===== src/design/wsfr_pkg.sv =====
`timescale 1ns / 1ps
// Shared types, constants and helpers for the websocket frame receiver.
// No dependencies; every other design file but wsfr_if refers to it by scoped names.
package wsfr_pkg;

    // Widths and sizes
    localparam int LENGTH_BITS = 64;
    localparam int MSG_CNT_W   = 24;
    localparam int PADDR_W     = 3;
    localparam int PDATA_W     = 32;
    localparam int QDEPTH      = 4;
    localparam int QPTR_W      = 2;
    localparam int QCNT_W      = 3;

    // Register map (register index taken from paddr[2])
    localparam logic REG_MAX_MSG = 1'b0;
    localparam logic [MSG_CNT_W-1:0] MAX_MSG_RESET = 24'd4096;

    // Header byte fields
    localparam logic [7:0] HDR_RSV_MASK = 8'b0111_0000;
    localparam logic [3:0] OP_CONT       = 4'd0;
    localparam logic [3:0] OP_TEXT       = 4'd1;
    localparam logic [3:0] OP_CONN_CLOSE = 4'd8;
    localparam logic [3:0] OP_PING       = 4'd9;
    localparam logic [3:0] OP_PONG       = 4'd10;
    localparam logic [6:0] LEN_IS_16 = 7'd126;
    localparam logic [6:0] LEN_IS_64 = 7'd127;

    // Close status codes
    localparam logic [9:0] STATUS_NONE   = 10'd0;
    localparam logic [9:0] STATUS_PROTO  = 10'd1002;
    localparam logic [9:0] STATUS_UNSUPP = 10'd1003;

    typedef enum logic [3:0] {
        EV_MSG_BYTE    = 4'd0,
        EV_MSG_END     = 4'd1,
        EV_PING_BYTE   = 4'd2,
        EV_EMPTY_PING  = 4'd3,
        EV_CLOSE       = 4'd4,
        EV_RSV_ERR     = 4'd5,
        EV_ORPHAN      = 4'd6,
        EV_DUP_START   = 4'd7,
        EV_UNSUPPORTED = 4'd8,
        EV_UNMASKED    = 4'd9,
        EV_BAD_CONTROL = 4'd10
    } t_event;

    // What the back end does with a queued command
    typedef enum logic [1:0] {
        K_START = 2'd0,   // new text message: clear delivered count
        K_MSG   = 2'd1,   // message byte, subject to the limit
        K_PING  = 2'd2,   // ping byte
        K_FIXED = 2'd3    // event without payload
    } t_kind;

    typedef enum logic [2:0] {
        PH_HDR0    = 3'd0,
        PH_HDR1    = 3'd1,
        PH_LEN16   = 3'd2,
        PH_LEN64   = 3'd3,
        PH_MASK    = 3'd4,
        PH_PAYLOAD = 3'd5
    } t_phase;

    typedef struct packed {
        t_kind      kind;
        t_event     ev;
        logic [7:0] data;
        logic [7:0] mask;
        logic       last;
    } t_cmd;

    function automatic logic [9:0] close_status_of(input t_event ev);
        logic [9:0] st;
        case (ev) inside
            EV_RSV_ERR, EV_ORPHAN, EV_DUP_START, EV_UNMASKED, EV_BAD_CONTROL:
                st = STATUS_PROTO;
            EV_UNSUPPORTED:
                st = STATUS_UNSUPP;
            default:
                st = STATUS_NONE;
        endcase
        return st;
    endfunction

endpackage


===== src/design/wsfr_if.sv =====
`timescale 1ns / 1ps
// Valid/ready channel interfaces: raw byte input and result event output.
// Uses no package.
interface wsfr_in_if;
    logic       valid;
    logic       ready;
    logic [7:0] rx_byte;
    modport source (output valid, output rx_byte, input ready);
    modport sink   (input valid, input rx_byte, output ready);
endinterface

interface wsfr_out_if;
    logic       valid;
    logic       ready;
    logic [3:0] event_res;
    logic [7:0] payload;
    logic       last;
    logic [9:0] close_status;
    modport source (output valid, output event_res, output payload, output last,
                    output close_status, input ready);
    modport sink   (input valid, input event_res, input payload, input last,
                    input close_status, output ready);
endinterface


===== src/design/wsfr_front.sv =====
`timescale 1ns / 1ps
// Header parser: takes one byte per clock while the queue is not full, tracks
// frame state and pushes commands into the queue. Depends on wsfr_pkg and wsfr_in_if.
module wsfr_front #(
    parameter int LENGTH_BITS = wsfr_pkg::LENGTH_BITS
) (
    input  logic            i_clk,
    input  logic            i_rst_n,
    wsfr_in_if.sink         i_rx,
    input  logic            i_full,
    output logic            o_push,
    output wsfr_pkg::t_cmd  o_cmd
);

    wsfr_pkg::t_phase r_phase, n_phase;
    logic [2:0]             r_hcount, n_hcount;
    logic                   r_fin, n_fin;
    logic [3:0]             r_opcode, n_opcode;
    logic [LENGTH_BITS-1:0] r_rem, n_rem;
    logic [31:0]            r_mask, n_mask;
    logic [1:0]             r_mpos, n_mpos;
    logic                   r_open, n_open;
    logic                   r_dead, n_dead;

    logic                   accept;
    logic [7:0]             b;
    logic [3:0]             op;
    logic                   hdr_err;
    wsfr_pkg::t_event       hdr_ev;
    logic [LENGTH_BITS-1:0] len_shift;
    logic                   pay_end;
    logic [7:0]             mask_byte;

    // Take a byte whenever the queue has room
    assign i_rx.ready = !i_full;
    assign accept     = i_rx.valid && !i_full;
    assign b          = i_rx.rx_byte;
    assign op         = b[3:0];

    // Classify the first header byte; checks in priority order
    always_comb begin
        hdr_err = 1'b1;
        hdr_ev  = wsfr_pkg::EV_RSV_ERR;
        if ((b & wsfr_pkg::HDR_RSV_MASK) != 8'd0) begin
            hdr_ev = wsfr_pkg::EV_RSV_ERR;
        end else if (op[3]) begin
            hdr_err = (op > wsfr_pkg::OP_PONG);
            hdr_ev  = wsfr_pkg::EV_BAD_CONTROL;
        end else if (op == wsfr_pkg::OP_CONT && !r_open) begin
            hdr_ev = wsfr_pkg::EV_ORPHAN;
        end else if (op == wsfr_pkg::OP_TEXT && r_open) begin
            hdr_ev = wsfr_pkg::EV_DUP_START;
        end else if (op > wsfr_pkg::OP_TEXT) begin
            hdr_ev = wsfr_pkg::EV_UNSUPPORTED;
        end else begin
            hdr_err = 1'b0;
        end
    end

    // Shift a length byte in, saturating at all ones
    assign len_shift = (r_rem[LENGTH_BITS-1 -: 8] != 8'd0) ? '1
                                                           : {r_rem[LENGTH_BITS-9:0], b};
    assign pay_end   = (r_rem[LENGTH_BITS-1:1] == '0);

    // Pick the key byte for the current payload position
    always_comb begin
        case (r_mpos)
            2'd0:    mask_byte = r_mask[31:24];
            2'd1:    mask_byte = r_mask[23:16];
            2'd2:    mask_byte = r_mask[15:8];
            default: mask_byte = r_mask[7:0];
        endcase
    end

    // Next parse phase
    always_comb begin
        n_phase = r_phase;
        if (accept && !r_dead) begin
            unique case (r_phase)
                wsfr_pkg::PH_HDR0: begin
                    if (!hdr_err) n_phase = wsfr_pkg::PH_HDR1;
                end
                wsfr_pkg::PH_HDR1: begin
                    if (b[7]) begin
                        if (b[6:0] == wsfr_pkg::LEN_IS_16)      n_phase = wsfr_pkg::PH_LEN16;
                        else if (b[6:0] == wsfr_pkg::LEN_IS_64) n_phase = wsfr_pkg::PH_LEN64;
                        else                                    n_phase = wsfr_pkg::PH_MASK;
                    end
                end
                wsfr_pkg::PH_LEN16: begin
                    if (r_hcount >= 3'd1) n_phase = wsfr_pkg::PH_MASK;
                end
                wsfr_pkg::PH_LEN64: begin
                    if (r_hcount >= 3'd7) n_phase = wsfr_pkg::PH_MASK;
                end
                wsfr_pkg::PH_MASK: begin
                    if (r_hcount >= 3'd3) begin
                        n_phase = (r_rem != '0) ? wsfr_pkg::PH_PAYLOAD : wsfr_pkg::PH_HDR0;
                    end
                end
                wsfr_pkg::PH_PAYLOAD: begin
                    if (pay_end) n_phase = wsfr_pkg::PH_HDR0;
                end
                default: n_phase = wsfr_pkg::PH_HDR0;
            endcase
        end
    end

    // Frame state updates and command push
    always_comb begin
        n_hcount = r_hcount;
        n_fin    = r_fin;
        n_opcode = r_opcode;
        n_rem    = r_rem;
        n_mask   = r_mask;
        n_mpos   = r_mpos;
        n_open   = r_open;
        n_dead   = r_dead;
        o_push   = 1'b0;
        o_cmd    = '{kind: wsfr_pkg::K_FIXED, ev: wsfr_pkg::EV_CLOSE,
                     data: b, mask: mask_byte, last: 1'b0};
        if (accept && !r_dead) begin
            unique case (r_phase)
                wsfr_pkg::PH_HDR0: begin
                    n_fin    = b[7];
                    n_opcode = op;
                    n_hcount = 3'd0;
                    if (hdr_err) begin
                        n_dead    = 1'b1;
                        o_push    = 1'b1;
                        o_cmd.ev  = hdr_ev;
                    end else if (op == wsfr_pkg::OP_TEXT) begin
                        n_open     = 1'b1;
                        o_push     = 1'b1;
                        o_cmd.kind = wsfr_pkg::K_START;
                    end
                end
                wsfr_pkg::PH_HDR1: begin
                    n_hcount = 3'd0;
                    if (!b[7]) begin
                        n_dead   = 1'b1;
                        o_push   = 1'b1;
                        o_cmd.ev = wsfr_pkg::EV_UNMASKED;
                    end else if (b[6:0] == wsfr_pkg::LEN_IS_16 ||
                                 b[6:0] == wsfr_pkg::LEN_IS_64) begin
                        n_rem = '0;
                    end else begin
                        n_rem = {{(LENGTH_BITS-7){1'b0}}, b[6:0]};
                    end
                end
                wsfr_pkg::PH_LEN16, wsfr_pkg::PH_LEN64: begin
                    n_rem = len_shift;
                    if ((r_phase == wsfr_pkg::PH_LEN16 && r_hcount >= 3'd1) ||
                        (r_phase == wsfr_pkg::PH_LEN64 && r_hcount >= 3'd7)) begin
                        n_hcount = 3'd0;
                    end else begin
                        n_hcount = r_hcount + 3'd1;
                    end
                end
                wsfr_pkg::PH_MASK: begin
                    n_mask = {r_mask[23:0], b};
                    if (r_hcount >= 3'd3) begin
                        n_hcount = 3'd0;
                        n_mpos   = 2'd0;
                        // Empty frame: once the header is complete, report a final data frame, a ping or a close
                        if (r_rem == '0) begin
                            if (r_opcode <= wsfr_pkg::OP_TEXT) begin
                                if (r_fin) begin
                                    n_open     = 1'b0;
                                    o_push     = 1'b1;
                                    o_cmd.ev   = wsfr_pkg::EV_MSG_END;
                                    o_cmd.last = 1'b1;
                                end
                            end else if (r_opcode == wsfr_pkg::OP_PING) begin
                                o_push     = 1'b1;
                                o_cmd.ev   = wsfr_pkg::EV_EMPTY_PING;
                                o_cmd.last = 1'b1;
                            end else if (r_opcode == wsfr_pkg::OP_CONN_CLOSE) begin
                                n_dead = 1'b1;
                                o_push = 1'b1;
                            end
                        end
                    end else begin
                        n_hcount = r_hcount + 3'd1;
                    end
                end
                wsfr_pkg::PH_PAYLOAD: begin
                    n_mpos = r_mpos + 2'd1;
                    if (r_rem != '0) n_rem = r_rem - LENGTH_BITS'(1);
                    if (r_opcode <= wsfr_pkg::OP_TEXT) begin
                        if (pay_end && r_fin) n_open = 1'b0;
                        o_push     = 1'b1;
                        o_cmd.kind = wsfr_pkg::K_MSG;
                        o_cmd.last = pay_end && r_fin;
                    end else if (r_opcode == wsfr_pkg::OP_PING) begin
                        o_push     = 1'b1;
                        o_cmd.kind = wsfr_pkg::K_PING;
                        o_cmd.last = pay_end;
                    end else if (r_opcode == wsfr_pkg::OP_CONN_CLOSE && pay_end) begin
                        n_dead = 1'b1;
                        o_push = 1'b1;
                    end
                end
                default: begin
                    n_hcount = 3'd0;
                end
            endcase
        end
    end

    // Control state
    always_ff @(posedge i_clk) begin
        if (!i_rst_n) begin
            r_phase  <= wsfr_pkg::PH_HDR0;
            r_hcount <= 3'd0;
            r_fin    <= 1'b0;
            r_opcode <= 4'd0;
            r_mpos   <= 2'd0;
            r_open   <= 1'b0;
            r_dead   <= 1'b0;
        end else begin
            r_phase  <= n_phase;
            r_hcount <= n_hcount;
            r_fin    <= n_fin;
            r_opcode <= n_opcode;
            r_mpos   <= n_mpos;
            r_open   <= n_open;
            r_dead   <= n_dead;
        end
    end

    // Length and key
    always_ff @(posedge i_clk) begin
        r_rem  <= n_rem;
        r_mask <= n_mask;
    end

`ifndef SYNTHESIS
    a_dead_sticks: assert property (@(posedge i_clk) disable iff (!i_rst_n)
        r_dead |=> r_dead)
        else $error("dead flag cleared without reset");
    a_payload_len: assert property (@(posedge i_clk) disable iff (!i_rst_n)
        (r_phase == wsfr_pkg::PH_PAYLOAD) |-> (r_rem != '0))
        else $error("payload phase with zero remaining length");
`endif

endmodule


===== src/design/wsfr_queue.sv =====
`timescale 1ns / 1ps
// Short command queue between the parser and the event stage.
// Depends on wsfr_pkg.
module wsfr_queue (
    input  logic           i_clk,
    input  logic           i_rst_n,
    input  logic           i_push,
    input  wsfr_pkg::t_cmd i_cmd,
    output logic           o_full,
    input  logic           i_pop,
    output wsfr_pkg::t_cmd o_cmd,
    output logic           o_empty
);

    wsfr_pkg::t_cmd                r_mem [wsfr_pkg::QDEPTH];
    logic [wsfr_pkg::QPTR_W-1:0]   r_wr, r_rd;
    logic [wsfr_pkg::QCNT_W-1:0]   r_cnt;

    assign o_full  = (r_cnt == wsfr_pkg::QCNT_W'(wsfr_pkg::QDEPTH));
    assign o_empty = (r_cnt == '0);
    assign o_cmd   = r_mem[r_rd];

    // Store a pushed command
    always_ff @(posedge i_clk) begin
        if (i_push) r_mem[r_wr] <= i_cmd;
    end

    // Advance pointers and occupancy
    always_ff @(posedge i_clk) begin
        if (!i_rst_n) begin
            r_wr  <= '0;
            r_rd  <= '0;
            r_cnt <= '0;
        end else begin
            if (i_push) r_wr <= r_wr + wsfr_pkg::QPTR_W'(1);
            if (i_pop)  r_rd <= r_rd + wsfr_pkg::QPTR_W'(1);
            if (i_push && !i_pop)      r_cnt <= r_cnt + wsfr_pkg::QCNT_W'(1);
            else if (!i_push && i_pop) r_cnt <= r_cnt - wsfr_pkg::QCNT_W'(1);
        end
    end

`ifndef SYNTHESIS
    a_no_overflow: assert property (@(posedge i_clk) disable iff (!i_rst_n)
        o_full |-> !i_push)
        else $error("push into full queue");
    a_no_underflow: assert property (@(posedge i_clk) disable iff (!i_rst_n)
        o_empty |-> !i_pop)
        else $error("pop from empty queue");
`endif

endmodule


===== src/design/wsfr_back.sv =====
`timescale 1ns / 1ps
// Event stage: unmasks payload, applies the message limit and holds the
// result register. Depends on wsfr_pkg and wsfr_out_if.
module wsfr_back (
    input  logic                             i_clk,
    input  logic                             i_rst_n,
    input  wsfr_pkg::t_cmd                   i_cmd,
    input  logic                             i_empty,
    output logic                             o_pop,
    input  logic [wsfr_pkg::MSG_CNT_W-1:0]   i_max_msg,
    wsfr_out_if.source                       o_ev
);

    logic                            r_valid, n_valid;
    wsfr_pkg::t_event                r_event, n_event;
    logic [7:0]                      r_payload, n_payload;
    logic                            r_last, n_last;
    logic [wsfr_pkg::MSG_CNT_W-1:0]  r_count, n_count;
    logic [7:0]                      plain;

    // Pop when the result register is free or being taken
    assign o_pop = !i_empty && (!r_valid || o_ev.ready);
    assign plain = i_cmd.data ^ i_cmd.mask;

    always_comb begin
        n_valid   = r_valid && !o_ev.ready;
        n_event   = r_event;
        n_payload = r_payload;
        n_last    = r_last;
        n_count   = r_count;
        if (o_pop) begin
            n_valid   = 1'b0;
            n_event   = i_cmd.ev;
            n_payload = 8'd0;
            n_last    = i_cmd.last;
            case (i_cmd.kind)
                wsfr_pkg::K_START: begin
                    n_count = '0;
                end
                wsfr_pkg::K_MSG: begin
                    if (r_count < i_max_msg) begin
                        n_count   = r_count + wsfr_pkg::MSG_CNT_W'(1);
                        n_valid   = 1'b1;
                        n_event   = wsfr_pkg::EV_MSG_BYTE;
                        n_payload = plain;
                    end else if (i_cmd.last) begin
                        n_valid = 1'b1;
                        n_event = wsfr_pkg::EV_MSG_END;
                    end
                end
                wsfr_pkg::K_PING: begin
                    n_valid   = 1'b1;
                    n_event   = wsfr_pkg::EV_PING_BYTE;
                    n_payload = plain;
                end
                default: begin
                    n_valid = 1'b1;
                end
            endcase
        end
    end

    always_ff @(posedge i_clk) begin
        if (!i_rst_n) begin
            r_valid <= 1'b0;
            r_count <= '0;
        end else begin
            r_valid <= n_valid;
            r_count <= n_count;
        end
    end

    always_ff @(posedge i_clk) begin
        r_event   <= n_event;
        r_payload <= n_payload;
        r_last    <= n_last;
    end

    assign o_ev.valid        = r_valid;
    assign o_ev.event_res    = r_event;
    assign o_ev.payload      = r_payload;
    assign o_ev.last         = r_last;
    assign o_ev.close_status = wsfr_pkg::close_status_of(r_event);

`ifndef SYNTHESIS
    a_last_kind: assert property (@(posedge i_clk) disable iff (!i_rst_n)
        (r_valid && r_last) |-> (r_event == wsfr_pkg::EV_MSG_BYTE ||
                                 r_event == wsfr_pkg::EV_MSG_END ||
                                 r_event == wsfr_pkg::EV_PING_BYTE ||
                                 r_event == wsfr_pkg::EV_EMPTY_PING))
        else $error("last flag on an event without payload stream");
    a_payload_zero: assert property (@(posedge i_clk) disable iff (!i_rst_n)
        (r_valid && r_event != wsfr_pkg::EV_MSG_BYTE &&
         r_event != wsfr_pkg::EV_PING_BYTE) |-> (r_payload == 8'd0))
        else $error("payload on a non-byte event");
`endif

endmodule


===== src/design/websocket_frame_receiver.sv =====
`timescale 1ns / 1ps
// Path: an accepted byte is parsed combinationally, stored in the queue and then
// popped into the result register. Throughput: one byte per clock while the queue
// has room; the four-entry queue can push and pop in the same cycle.
// Reset: i_rst_n synchronous, active low; clears parser, queue and result
// register and sets max_message_bytes to 4096. No clearing pass.
module websocket_frame_receiver #(
    parameter int LENGTH_BITS = wsfr_pkg::LENGTH_BITS
) (
    input  logic                           i_clk,
    input  logic                           i_rst_n,
    wsfr_in_if.sink                        i_rx,
    wsfr_out_if.source                     o_ev,
    input  logic                           psel,
    input  logic                           penable,
    input  logic                           pwrite,
    input  logic [wsfr_pkg::PADDR_W-1:0]   paddr,
    input  logic [wsfr_pkg::PDATA_W-1:0]   pwdata,
    output logic [wsfr_pkg::PDATA_W-1:0]   prdata,
    output logic                           pready
);

    logic [wsfr_pkg::MSG_CNT_W-1:0] r_max_msg;
    logic                           q_push, q_pop, q_full, q_empty;
    wsfr_pkg::t_cmd                 push_cmd, head_cmd;
    logic                           sel_max;

    // Register port
    assign pready  = 1'b1;
    assign sel_max = (paddr[2] == wsfr_pkg::REG_MAX_MSG);
    assign prdata  = sel_max ? wsfr_pkg::PDATA_W'(r_max_msg) : '0;

    always_ff @(posedge i_clk) begin
        if (!i_rst_n) begin
            r_max_msg <= wsfr_pkg::MAX_MSG_RESET;
        end else if (psel && penable && pwrite && sel_max) begin
            r_max_msg <= pwdata[wsfr_pkg::MSG_CNT_W-1:0];
        end
    end

    wsfr_front #(
        .LENGTH_BITS (LENGTH_BITS)
    ) u_front (
        .i_clk   (i_clk),
        .i_rst_n (i_rst_n),
        .i_rx    (i_rx),
        .i_full  (q_full),
        .o_push  (q_push),
        .o_cmd   (push_cmd)
    );

    wsfr_queue u_queue (
        .i_clk   (i_clk),
        .i_rst_n (i_rst_n),
        .i_push  (q_push),
        .i_cmd   (push_cmd),
        .o_full  (q_full),
        .i_pop   (q_pop),
        .o_cmd   (head_cmd),
        .o_empty (q_empty)
    );

    wsfr_back u_back (
        .i_clk     (i_clk),
        .i_rst_n   (i_rst_n),
        .i_cmd     (head_cmd),
        .i_empty   (q_empty),
        .o_pop     (q_pop),
        .i_max_msg (r_max_msg),
        .o_ev      (o_ev)
    );

endmodule

===== src/flat_wrapper.sv =====
// flat-port wrapper written by rule: the top's interface ports become plain ports
module websocket_frame_receiver_flat 
#(
    parameter int LENGTH_BITS = wsfr_pkg::LENGTH_BITS
)
  (i_clk, i_rst_n, psel, penable, pwrite, paddr, pwdata, prdata, pready, i_rx_valid, i_rx_rx_byte, i_rx_ready, o_ev_valid, o_ev_event_res, o_ev_payload, o_ev_last, o_ev_close_status, o_ev_ready);
  wsfr_in_if i_rx_i ();
  wsfr_out_if o_ev_i ();
  input  logic i_clk;
  input  logic i_rst_n;
  input  logic psel;
  input  logic penable;
  input  logic pwrite;
  input  logic [wsfr_pkg::PADDR_W-1:0] paddr;
  input  logic [wsfr_pkg::PDATA_W-1:0] pwdata;
  output logic [wsfr_pkg::PDATA_W-1:0] prdata;
  output logic pready;
  input wire logic [$bits(i_rx_i.valid)-1:0] i_rx_valid;
  input wire logic [$bits(i_rx_i.rx_byte)-1:0] i_rx_rx_byte;
  output wire logic [$bits(i_rx_i.ready)-1:0] i_rx_ready;
  output wire logic [$bits(o_ev_i.valid)-1:0] o_ev_valid;
  output wire logic [$bits(o_ev_i.event_res)-1:0] o_ev_event_res;
  output wire logic [$bits(o_ev_i.payload)-1:0] o_ev_payload;
  output wire logic [$bits(o_ev_i.last)-1:0] o_ev_last;
  output wire logic [$bits(o_ev_i.close_status)-1:0] o_ev_close_status;
  input wire logic [$bits(o_ev_i.ready)-1:0] o_ev_ready;
  assign i_rx_i.valid = i_rx_valid;
  assign i_rx_i.rx_byte = i_rx_rx_byte;
  assign i_rx_ready = i_rx_i.ready;
  assign o_ev_valid = o_ev_i.valid;
  assign o_ev_event_res = o_ev_i.event_res;
  assign o_ev_payload = o_ev_i.payload;
  assign o_ev_last = o_ev_i.last;
  assign o_ev_close_status = o_ev_i.close_status;
  assign o_ev_i.ready = o_ev_ready;
  websocket_frame_receiver #(.LENGTH_BITS(LENGTH_BITS)) u_core (.i_clk(i_clk), .i_rst_n(i_rst_n), .i_rx(i_rx_i), .o_ev(o_ev_i), .psel(psel), .penable(penable), .pwrite(pwrite), .paddr(paddr), .pwdata(pwdata), .prdata(prdata), .pready(pready));
endmodule

===== config.mk =====
export PLATFORM = sky130hd
export DESIGN_NAME = websocket_frame_receiver_flat
export DESIGN_NICKNAME = d
export VERILOG_FILES = /design/src/design/wsfr_pkg.sv /design/src/design/wsfr_if.sv /design/src/design/wsfr_front.sv /design/src/design/wsfr_queue.sv /design/src/design/wsfr_back.sv /design/src/design/websocket_frame_receiver.sv /design/src/flat_wrapper.sv
export SDC_FILE = /design/constraint.sdc
export NUM_CORES = 1
export LEC_CHECK = 0
export ABC_AREA = 0
export BUFFER_PORTS_ARGS = -buffer_cell sky130_fd_sc_hd__buf_4
export CORE_MARGIN = 8
export CORE_UTILIZATION = 65
export DETAILED_ROUTE_END_ITERATION = 6
export PLACE_DENSITY = 0.82
export RECOVER_POWER = 25
export SKIP_CTS_REPAIR_TIMING = 1
export SLEW_MARGIN = 10
export SYNTH_ARGS = -nofsm -noshare
export SYNTH_HDL_FRONTEND = slang
export SYNTH_SLANG_ARGS = --single-unit

===== constraint.sdc =====
create_clock -name i_clk -period 7.05 [get_ports i_clk]
set_clock_uncertainty 0.1 [all_clocks]
set_input_delay 1.0575 -clock i_clk [delete_from_list [all_inputs] [get_ports i_clk]]
set_output_delay 1.0575 -clock i_clk [all_outputs]
set_load 0.005 [all_outputs]

==> results of run 1 <==
[worst max path at each step]
stage	start	cells past startpoint	slack, ns	endpoint
final	u_core.u_front.r_rem[9]	11	2.73	u_core.u_queue.r_cnt[2]
after global routing	u_core.u_front.r_rem[56]	9	2.38	u_core.u_front.r_rem[15]
after CTS	u_core.u_front.r_rem[9]	11	2.83	u_core.u_queue.r_cnt[2]
after detailed placement	u_core.u_front.r_rem[9]	6	3.03	u_core.u_queue.r_mem[1][12]
after global placement	u_core.u_front.r_rem[9]	6	3.15	u_core.u_queue.r_mem[0][12]
after floorplan	u_core.u_front.r_rem[24]	8	2.40	u_core.u_front.r_rem[0]
[power breakdown]
part / internal (mW) / total, mW / switching (mW)
logic: 0.295 / 0.679 / 0.384
clock network: 0.907 / 1.52 / 0.618
registers: 1.87 / 1.95 / 0.0754
total: 3.07 / 4.15 / 1.08
[worst reg2reg max path: cells and delay by family (launching register included)]
| kind | cells | cell delay, ns |
|---|---|---|
| AO/OA/AOI/OAI | 2 | 0.62 |
| XOR/XNOR | 1 | 0.17 |
| adder cells (fa/ha/maj) | 2 | 0.66 |
| buffers and inverters | 1 | 0.07 |
| flip-flops | 1 | 0.47 |
| AND/OR/NAND/NOR | 5 | 2.14 |
[routing by layer]
metal  routed length (um)  global-route usage (%)
met1                13100                    30.7
met4                  918                    7.83
met2                16200                    41.3
met3                 2030                    3.29
met5                    0                       0
[logic make-up after synthesis]
| family | synth area share (%) |
|---|---|
| AO/OA/AOI/OAI | 12.4 |
| XOR/XNOR | 6.03 |
| buffers and inverters | 4.02 |
| adder cells (fa/ha/maj) | 3.91 |
| other | 0.0539 |
| multiplexers | 3.80 |
| flip-flops | 53.8 |
| AND/OR/NAND/NOR | 16.0 |
[state kept, by name (all words and copies together), names as in the netlist, 2 cells and up, named ones only]
register	flops
u_core.u_queue.r_rd	2
u_core.u_front.r_mpos	2
u_core.u_queue.r_mem	92
u_core.u_back.o_ev.payload	8
u_core.u_front.r_phase	3
u_core.u_front.r_opcode	4
u_core.u_queue.r_wr	2
u_core.u_back.o_ev.event_res	4
u_core.u_queue.r_cnt	3
u_core.u_front.r_hcount	3
u_core.u_back.r_count	24
u_core.r_max_msg	24
u_core.u_front.r_mask	32
u_core.u_front.r_rem	64
[cell usage after synthesis, types with 3 or more instances]
master and n:
and3_1 12, o31ai_1 4, buf_4 17, mux2i_1 18, nor3_1 35, xor2_1 23
and2_1 19, a21boi_0 31, xnor2_1 73, or3_1 23, nor3b_1 3, or4_1 14
clkbuf_1 56, nand3_1 21, a222oi_1 8, or2_2 4, dfxtp_1 73, nand2_1 125
a221oi_1 4, edfxtp_1 201, nand4_1 18, nor4_1 25, o21ai_0 155, and4_1 4
ha_1 42, inv_1 55, o211ai_1 13, mux4_2 15, nor2b_1 15, nand2b_1 17
a21oi_1 42, o2111ai_1 3, nor2_1 78
[area by class of cell]
| cell class | count | area, sq um | share of cell area, % |
|---|---|---|---|
| multi-input cells | 902 | 5940 | 38.1 |
| well taps | 275 | 344 | 2.21 |
| clock buffers | 38 | 801 | 5.13 |
| repair buffers | 95 | 658 | 4.22 |
| inverters | 56 | 210 | 1.35 |
| flip-flops and latches | 274 | 7500 | 48.1 |
| clock inverters | 14 | 151 | 0.971 |
[stage by stage]
step / utilization (%) / total power [mW] / cell area (sq um) / setup WS, ns / std cells
finish: 74.2 / 4.15 / 15600 / 2.73 / 1654
detailed placement: 69.9 / 2.65 / 14700 / 3.03 / 1601
floorplan: - / 2.42 / 14000 / 2.40 / 1308
global placement: 69.9 / 2.62 / 14700 / 3.15 / 1601
global route: 74.2 / 4.30 / 15600 / 2.38 / 1654
CTS: 74.4 / 4.19 / 15600 / 2.83 / 1653
==> summary.txt, run 1 <==
Status
  • Outcome: finished, violations left
  • Failing checks: max-capacitance violations, max-slew violations

Clocking
  • Clock transition at path regs: 0.06 ns
  • Clk root buf: clkbuf_16
  • H-Tree Depth: 1
  • CTS Buf Count: 29
  • CTS Sinks: 274
  • Clock Tree Buf Depth: 3
  • Clock latency on the worst-skew pair: 0.55 ns
  • CTS tree: built

Detailed routing
  • DR iter-0 viols: 934
  • DRC viols: 0
  • WL/cell: 19.5 um
  • Drt first pass iters: 6
  • Antenna violation net count after detailed routing: 0
  • Via Count: 10,407
  • Routed Wire Length: 32,300 um
  • Vias per inst: 6.29

Power and ir drop
  • Leak pwr: 5.42 nW
  • Peak VDD IR: 184 uV
  • PwrDens: 266 nW/um^2

STA
  • Rel. slew slack: -39.2%
  • Fmax: 232 MHz
  • Actual slew at the worst max-slew pin: 2.09 ns
  • # setup viols final: 0
  • Tmin final: 4.32 ns
  • Hold WS: 0.347 ns
  • Final worst path period share: 61.2%
  • RSZ-0062 raised after global routing: false
  • Final hold viol count: 0
  • Setup TNS: 0 ns
  • Max-slew violations: 60

Worst setup path
  • CP arrival: 4.66 ns
  • WP data required: 7.40 ns
  • Reg-to-reg critical path startpoint: u_core.u_front.r_rem[9]
  • Worst Setup Start Kind: flip-flop
  • R2R Setup Slk: 2.73 ns
  • CP top delay family: simple AND/OR/NAND/NOR gates
  • Worst reg2reg endpoint: u_core.u_queue.r_cnt[2]
  • Critical-path top delay cell: nor4_1
  • Worst Reg2Reg Path Length in Cells: 11
  • Crit-path max cell delay: 0.62 ns
  • Crit path capture type: flip-flop
  • Count of buffer and inverter cells on the critical path: 1
  • Critical Path Fanout Max: 8
  • CP Class: reg2reg
  • Critical path, cell by cell: nor4_1, nand4_1, nor4_1, nand4_1, a31oi_2, ha_1, inv_1, fa_1, xor2_1, or3_1, a21boi_0

Min path
  • Worst Hold Class: reg2reg
  • Worst hold start: u_core.u_front.r_mask[23]
  • Worst Hold End: u_core.u_front.r_mask[31]
  • Hold path depth: 0

Logic synthesis
  • Mapped Area: 13,900 sq um
  • Post-synth top flop: edfxtp_1
  • Count of different cell masters after synthesis: 69
  • Post-synth ARST share: 0%
  • Ranking of synthesized cells by area: edfxtp_1, dfxtp_1, o21ai_0
  • Avg Cell Area, Syn: 10.7 sq um
  • Warnings, synthesis: 0
  • Post-Syn Instances: 1,299
  • Seq cells post-synth: 274
  • Post-synthesis sequential area ratio: 53.8%
  • Share of the synthesized area in the top cell type: 43.3%
  • Number of synthesized flops with an enable pin: 201
  • Area leader, netlist: edfxtp_1

GRT
  • Global-route wire length before repair: 52,200 um
  • GRT Total Usage: 24.0%
  • Grt total ovfl: 0
  • Initial antenna violation count: 0
  • Largest net degree at the start of global routing: 71
  • Number of global-route vias before repair: 10,263

Cells and area
  • Final nets: 1,451
  • Commonest non-fill, non-tap cell in the layout: edfxtp_1
  • Commonest cells after routing, fill and taps aside: edfxtp_1, o21ai_0, nand2_1
  • Antenna diodes: 0
  • Area growth syn-to-layout: 11.9%
  • Fillers: 1,415
  • Share of post-route cells with drive strength above 1: 11.5%

Die
  • Die height: 162 um
  • Ports: 108
  • Die ar.: 26,400 sq um
  • Die W: 162 um
  • Initial core utilization: 66.3%
  • FP Rows: 53
  • Core ar.: 21,000 sq um

Place
  • Gpl congestion: 0.901
  • Number of port buffers: 86
  • Post-DP HPWL: 20,900 um

Flow run
  • Maxcap violations: 1
Note: power is estimated with default switching activity, not from simulation.
==> run 2, diff against run 1 <==
- CORE_UTILIZATION: 65 -> 55
- PLACE_DENSITY: 0.82 -> 0.74
- clock period: 7.05 -> 3.96 ns (I/O delays scaled with it)
==> run 2 against run 1 <==
The run ends with design-rule violations left. Cell count increased by 4.5%. Flip-flop and latch count unchanged. Clock power increased by 69%. First-iteration DRC count decreased by 9.7%. Highest routed layer unchanged.
==> summary.txt, run 2 (synthesis gave the netlist of run 1 again) <==
Status
  • Outcome: finished, violations left
  • Failing checks: design-rule violations

Cells and area
  • Commonest non-fill, non-tap cell in the layout: edfxtp_1
  • Final Non-Filler Cells: 1,728 (+4.5%)
  • Final nets: 1,468 (+1.2%)
  • Largest register FFs: 92 (unchanged)
  • Fillers: 1,970 (+39%)
  • Reg with most FFs: u_core.u_queue.r_mem
  • Share of post-route cells with drive strength above 1: 11.9% (+0.49 points)
  • Layout Utilization: 62.8% (-11 points)
  • Commonest cells after routing, fill and taps aside: edfxtp_1, o21ai_0, nand2_1
  • Multi-input logic area: 5930 sq um (about the same)
  • Area occupied by registers: 7500 sq um (unchanged)
  • Area growth syn-to-layout: 12.8%
  • Antenna diodes: 0 (unchanged)
  • Biggest regs: u_core.u_queue.r_mem (92), u_core.u_front.r_rem (64), u_core.u_front.r_mask (32)

Clocking
  • CTS tree: built
  • Clock latency on the worst-skew pair: 0.55 ns (about the same)
  • CTS Sinks: 274 (unchanged)
  • CTS Buf Count: 29 (unchanged)
  • Clock transition at path regs: 0.06 ns (about the same)
  • Clock Tree Buf Depth: 3 (unchanged)
  • H-Tree Depth: 1 (unchanged)
  • Clk root buf: clkbuf_16

Die
  • Ports: 108 (unchanged)
  • Die W: 175 um (+7.9%)
  • Die height: 175 um (+7.9%)
  • Die ar.: 30,700 sq um (+16%)
  • FP Rows: 58 (+9.4%)
  • Core ar.: 25,000 sq um (+19%)
  • Initial core utilization: 55.7% (-11 points)

GRT
  • Grt total ovfl: 0 (unchanged)
  • Initial antenna violation count: 0 (unchanged)
  • Number of global-route vias before repair: 9,781 (-4.7%)
  • Top Usage Layer GRT: met2
  • Largest net degree at the start of global routing: 71 (unchanged)
  • Global-route wire length before repair: 50,200 um (-3.8%)
  • Met2 Use GR: 32.4% (-8.9 points)
  • Met3 usage: 3.32% (+0.038 points)
  • GR Util met1: 26.3% (-4.5 points)
  • GRT Total Usage: 19.6% (-4.4 points)

Detailed routing
  • Via Count: 10,107 (-2.9%)
  • WL/cell: 17.9 um (-8.6%)
  • Vias per inst: 5.85 (-7.0%)
  • DR iter-0 viols: 843 (-9.7%)
  • DRC viols: 1 (+1)
  • Routed Wire Length: 30,800 um (-4.5%)
  • Antenna violation net count after detailed routing: 0 (unchanged)
  • Drt first pass iters: 7 (+1)

STA
  • Actual slew at the worst max-slew pin: 1.20 ns (-0.892 ns)
  • Max-slew violations: 0 (-100%)
  • Rel. slew slack: 20.3% (+59 points)
  • Tmin final: 3.71 ns (-0.610 ns)
  • Fmax: 270 MHz (+16%)
  • Final hold viol count: 0 (unchanged)
  • Final worst path period share: 93.6% (+32 points)
  • # setup viols final: 0 (unchanged)
  • Setup TNS: 0 ns (unchanged)
  • RSZ-0062 raised after global routing: false
  • Final worst slack: 0.254 ns (-2.48 ns)

Worst setup path
  • Count of buffer and inverter cells on the critical path: 1 (unchanged)
  • Worst Setup Start Kind: flip-flop
  • WP data required: 4.32 ns (-3.08 ns)
  • Critical Path Fanout Max: 6 (-2)
  • CP arrival: 4.06 ns (-0.60 ns)
  • Crit path top cell by count: or4_4
  • Crit path capture type: flip-flop
  • Critical-path top delay cell: or4_4
  • CP Class: reg2reg
  • CP top delay family: simple AND/OR/NAND/NOR gates
  • Crit-path max cell delay: 0.56 ns (-0.06 ns)
  • Critical path, cell by cell: or4_4, or4_4, nor4_4, nand4_1, a31oi_2, ha_1, inv_1, fa_1, xor2_1, or3_1, a21boi_0

Power and ir drop
  • P_int: 5.35 mW (+74%)
  • Flop pwr share: 47.5% (+0.6 points)
  • PwrDens: 459 nW/um^2 (+72%)
  • Leak pwr: 5.45 nW (+0.61%)
  • Switch Pwr: 1.86 mW (+73%)
  • Clock share of power: 35.6% (-1.2 points)
  • Comb pwr share: 16.8% (+0.4 points)
  • Total power: 7.21 mW (+74%)
  • Peak VDD IR: 404 uV (+120%)
  • Switch share: 25.8% (-0.14 points)

Place
  • Gpl congestion: 0.879 (-2.4%)
  • Setup WS pre-CTS: 0.264 ns (-2.77 ns)
  • Post-DP HPWL: 20,900 um (+0.21%)
  • Placed insts: 1,674 (+4.6%)
  • Number of port buffers: 86 (unchanged)

Min path
  • Worst Hold Class: in2reg

Flow run
  • Maxcap violations: 0 (-1)
==> run 2: changes by cell type in the layout (fill, tap and decap cells not counted), sizes merged <==
cell	previous run	this run
buf	72	74
bufinv	3	1
clkbuf	61	84
clkinv	7	5
clkinvlp	2	1
inv	58	57
==> run 2: power groups by stage <==
stage | Combinational, mW | Clock (mW) | Sequential, mW
6_report | 1.22 | 2.57 | 3.43
5_1_grt | 1.35 | 2.73 | 3.45
4_1_cts | 1.26 | 2.62 | 3.43
3_5_place_dp | 1.26 | 0 | 3.49
3_3_place_gp | 1.22 | 0 | 3.48
2_1_floorplan | 0.833 | 0 | 3.48
==> run 2: area by class of cell <==
cell class,instances,share of cell area (%)
inverter,56,1.34
multi-input combinational,902,37.7
clock buffer,46,5.21
timing repair buffer,112,4.87
sequential,274,47.7
tap,330,2.63
clock inverter,8,0.533
==> run 2: final timing paths <==
path,from,end,slack [ns],cells past startpoint
setup / recovery,u_core.u_front.r_rem[37],u_core.u_queue.r_cnt[2],0.25,11
hold reg to reg,u_core.u_front.r_mask[2],u_core.u_front.r_mask[10],0.35,0
hold / removal,pwdata[12],u_core.r_max_msg[12],0.17,3
setup reg to reg,u_core.u_front.r_rem[37],u_core.u_queue.r_cnt[2],0.25,11
==> run 2: worst reg2reg max path: cells and delay by family (launching register included) <==
kind | cells | cell delay [ns]
AO/OA/AOI/OAI | 2 | 0.43
XOR/XNOR | 1 | 0.16
adder cells (fa/ha/maj) | 2 | 0.60
buffers and inverters | 1 | 0.06
flip-flops | 1 | 0.47
AND/OR/NAND/NOR | 5 | 1.81
==> run 2: routing by layer <==
metal	part of all wire (%)	up-vias
li1	-	4881
met1	43	4876
met2	48	297
met3	6.5	53
met4	1.8	0
met5	0	-
==> run 2: per-stage QoR <==
stage               hold WS (ns)  instance area, sq um
floorplan                  0.326                 14000
global placement           0.330                 14900
detailed placement         0.336                 14900
CTS                        0.158                 15800
global route               0.166                 15700
finish                     0.173                 15700
==> run 3, diff against run 2 <==
- SYNTH_HIERARCHICAL: default -> 1
==> run 3 against run 2 <==
The flow finishes with violations (max-capacitance violations, max-slew violations). Register-to-register slack lost 0.22 ns. Via count is 3.6% higher. Final area rose by 4.1%. Sequential share of layout area down 1.9 points. Maximum frequency down 5.7%.
==> summary.txt, run 3 <==
Cells and area
  • Design Area, Final: 16,400 sq um (+4.1%)
  • Share of post-route cells with drive strength above 1: 17.0% (+5.1 points)
  • Antenna diodes: 0 (unchanged)
  • Commonest non-fill, non-tap cell in the layout: edfxtp_1
  • Final nets: 1,496 (+1.9%)
  • Largest register FFs: 92 (unchanged)
  • Commonest cells after routing, fill and taps aside: edfxtp_1, o21ai_0, nand2_1
  • Fillers: 1,998 (+1.4%)
  • Reg with most FFs: u_core/u_queue/r_mem
  • Biggest regs: u_core/u_queue/r_mem (92), u_core/u_front/r_rem (64), u_core/u_front/r_mask (32)
  • Area growth syn-to-layout: 14.7%

Worst setup path
  • CP Class: reg2reg
  • Reg-to-reg critical path startpoint: u_core/u_front/r_rem[60]
  • WP data required: 4.34 ns (+0.02 ns)
  • Worst reg2reg endpoint: u_core/u_queue/r_cnt[2]
  • Crit path capture type: flip-flop
  • CP arrival: 4.31 ns (+0.25 ns)
  • Worst Setup Start Kind: flip-flop
  • R2R Setup Slk: 0.03 ns (-0.22 ns)
  • Critical Path Fanout Max: 4 (-2)
  • Crit-path max cell delay: 0.57 ns (about the same)
  • Count of buffer and inverter cells on the critical path: 1 (unchanged)
  • Critical-path top delay cell: or4_4
  • Critical path, cell by cell: or4_4, or3_4, or4_4, nor3_4, o211ai_1, a311oi_4, ha_2, inv_2, fa_2, xor2_1, or3_1, a21boi_1
  • CP top delay family: simple AND/OR/NAND/NOR gates
  • Worst Reg2Reg Path Length in Cells: 12 (+1)
  • Crit path top cell by count: or4_4

Min path
  • Worst hold start: pwdata[7]
  • Hold path depth: 3 (unchanged)
  • Worst Hold Class: in2reg
  • Worst Hold End: u_core/r_max_msg[7]

Status
  • Outcome: finished, violations left
  • Failing checks: max-capacitance violations, max-slew violations

Place
  • Setup WS pre-CTS: -0.0437 ns (-0.307 ns)
  • Post-DP HPWL: 21,400 um (+2.2%)
  • Gpl congestion: 0.868 (-1.3%)
  • Placed Instance Area: 15,400 sq um (+3.6%)
  • Number of port buffers: 86 (unchanged)

STA
  • Rel. slew slack: -13.4% (-34 points)
  • Final worst slack: 0.0321 ns (-0.222 ns)
  • Final worst path period share: 99.2% (+5.6 points)
  • RSZ-0062 raised after global routing: true
  • Fmax: 255 MHz (-5.7%)
  • Tmin final: 3.93 ns (+0.222 ns)
  • Final hold viol count: 0 (unchanged)
  • Max-slew violations: 25 (+25)
  • # setup viols final: 0 (unchanged)
  • Actual slew at the worst max-slew pin: 1.70 ns (+0.504 ns)

Detailed routing
  • WL/cell: 18.2 um (+2.2%)
  • DRC viols: 0 (-1)
  • Antenna violation net count after detailed routing: 0 (unchanged)
  • DR iter-0 viols: 1,004 (+19%)
  • Vias per inst: 5.94 (+1.6%)
  • Drt first pass iters: 7 (unchanged)
  • Via Count: 10,474 (+3.6%)
  • Routed Wire Length: 32,100 um (+4.2%)

GRT
  • Global-route wire length before repair: 52,700 um (+4.9%)
  • Largest net degree at the start of global routing: 67 (-5.6%)
  • Initial antenna violation count: 0 (unchanged)
  • GRT Total Usage: 20.2% (+0.62 points)
  • Number of global-route vias before repair: 10,219 (+4.5%)
  • Grt total ovfl: 0 (unchanged)

Power and ir drop
  • PwrDens: 460 nW/um^2 (+0.28%)
  • Total power: 7.53 mW (+4.4%)
  • Leak pwr: 5.74 nW (+5.3%)
  • Peak VDD IR: 515 uV (+27%)

Die
  • Core ar.: 25,800 sq um (+2.9%)
  • Die height: 177 um (+1.1%)
  • Ports: 108 (unchanged)
  • FP Rows: 59 (+1.7%)
  • Die ar.: 31,400 sq um (+2.2%)
  • Initial core utilization: 55.4% (-0.28 points)
  • Die W: 177 um (+1.1%)

Clocking
  • CTS Sinks: 274 (unchanged)
  • Clk root buf: clkbuf_16
  • Clock latency on the worst-skew pair: 0.55 ns (about the same)
  • Clock Tree Buf Depth: 3 (unchanged)
  • CTS tree: built
  • H-Tree Depth: 1 (unchanged)
  • Clock transition at path regs: 0.06 ns (about the same)
  • CTS Buf Count: 29 (unchanged)

Logic synthesis
  • Post-synth top cells: edfxtp_1, nand2_1, o21ai_0
  • Share of the synthesized area in the top cell type: 42.3% (-1.0 points)
  • Post-synth ARST share: 0% (unchanged)
  • Number of synthesized flops with an enable pin: 201 (unchanged)
  • Ranking of synthesized cells by area: edfxtp_1, dfxtp_1, o21ai_0
  • Mapped Area: 14,300 sq um (+2.4%)
  • Area leader, netlist: edfxtp_1
  • Warnings, synthesis: 6 (+6)
  • Post-synthesis sequential area ratio: 52.5% (-1.3 points)
  • Avg Cell Area, Syn: 11.0 sq um (+2.5%)
  • Post-synth top flop: edfxtp_1
  • Count of different cell masters after synthesis: 83 (+20%)
  • Cell with the most instances after synthesis: edfxtp_1
  • Seq cells post-synth: 274 (unchanged)
  • Post-Syn Instances: 1,297 (-0.15%)

Flow run
  • Maxcap violations: 1 (+1)
==> run 3: changes by cell type in the layout (fill, tap and decap cells not counted), moves of 14 or more <==
cell / delta
nor2b_1: +16
o21ai_1: +14
o21ai_0: -18
a21boi_0: -23
xnor2_1: -26
nand3_1: +26
buf_4: +37
nor2_1: -20
a21oi_1: -16
mux2i_1: +20
==> run 3: cell type report <==
cell class | instances | area, sq um | area share [%]
tap | 335 | 419 | 2.56
clock inverter | 15 | 165 | 1.01
multi-input combinational | 900 | 6200 | 37.9
inverter | 49 | 184 | 1.12
timing repair buffer | 150 | 1110 | 6.77
clock buffer | 39 | 793 | 4.85
sequential | 274 | 7500 | 45.8
==> run 3: where the power goes <==
part	total, mW	switching [mW]	internal (mW)	leakage (nW)
sequential	3.44	0.113	3.33	2.53
combinational	1.37	0.729	0.643	2.74
clock	2.72	1.11	1.60	0.466
==> run 3: how the worst max path moves through the flow <==
stage,startpoint,end,slack (ns),depth (start not counted)
detailed placement,u_core/u_front/r_rem[26],u_core/u_queue/r_cnt[2],-0.04,13
floorplan,u_core/u_front/r_rem[0],u_core/u_queue/r_cnt[2],0.003,14
global route,u_core/u_front/r_rem[60],u_core/u_queue/r_cnt[2],-0.13,12
CTS,u_core/u_front/r_rem[0],u_core/u_queue/r_cnt[2],-0.07,14
finish,u_core/u_front/r_rem[60],u_core/u_queue/r_cnt[2],0.03,12
global placement,u_core/u_front/r_rem[26],u_core/u_queue/r_cnt[2],0.10,13
==> run 3: routing by layer <==
metal / vias up / routed length (um) / GRT usage [%]
li1: 5007 / - / -
met1: 5124 / 13900 / 27.2
met2: 302 / 16000 / 34.2
met3: 41 / 1770 / 2.58
met4: 0 / 573 / 4.83
met5: - / 0 / 0
==> run 3: cells by family after synthesis <==
logic type,share of synthesized area [%]
xor gates and xnor gates,4.48
DFF,52.5
AOI/OAI and AO/OA,11.8
other,0.0789
and+or+nand+nor,16.2
buffers and inverters,4.78
muxes,6.37
adders and majority gates,3.73
==> run 3: per-stage QoR <==
stage	std cells	hold slack, ns	utilization [%]	setup TNS, ns
finish	1762	0.200	63.5	0
global route	1762	0.194	63.5	-0.134
CTS	1760	0.180	63.6	-0.0679
detailed placement	1706	0.334	59.9	-0.0437
global placement	1706	0.332	59.9	0
floorplan	1305	0.326	-	0
==> run 3: worst reg2reg max path: stages, from the launching register on <==
cell,delay (ns)
edfxtp_1,0.39
or4_4,0.57
or3_4,0.38
or4_4,0.44
nor3_4,0.16
o211ai_1,0.15
a311oi_4,0.38
ha_2,0.25
inv_2,0.05
fa_2,0.38
xor2_1,0.17
or3_1,0.30
a21boi_1,0.15
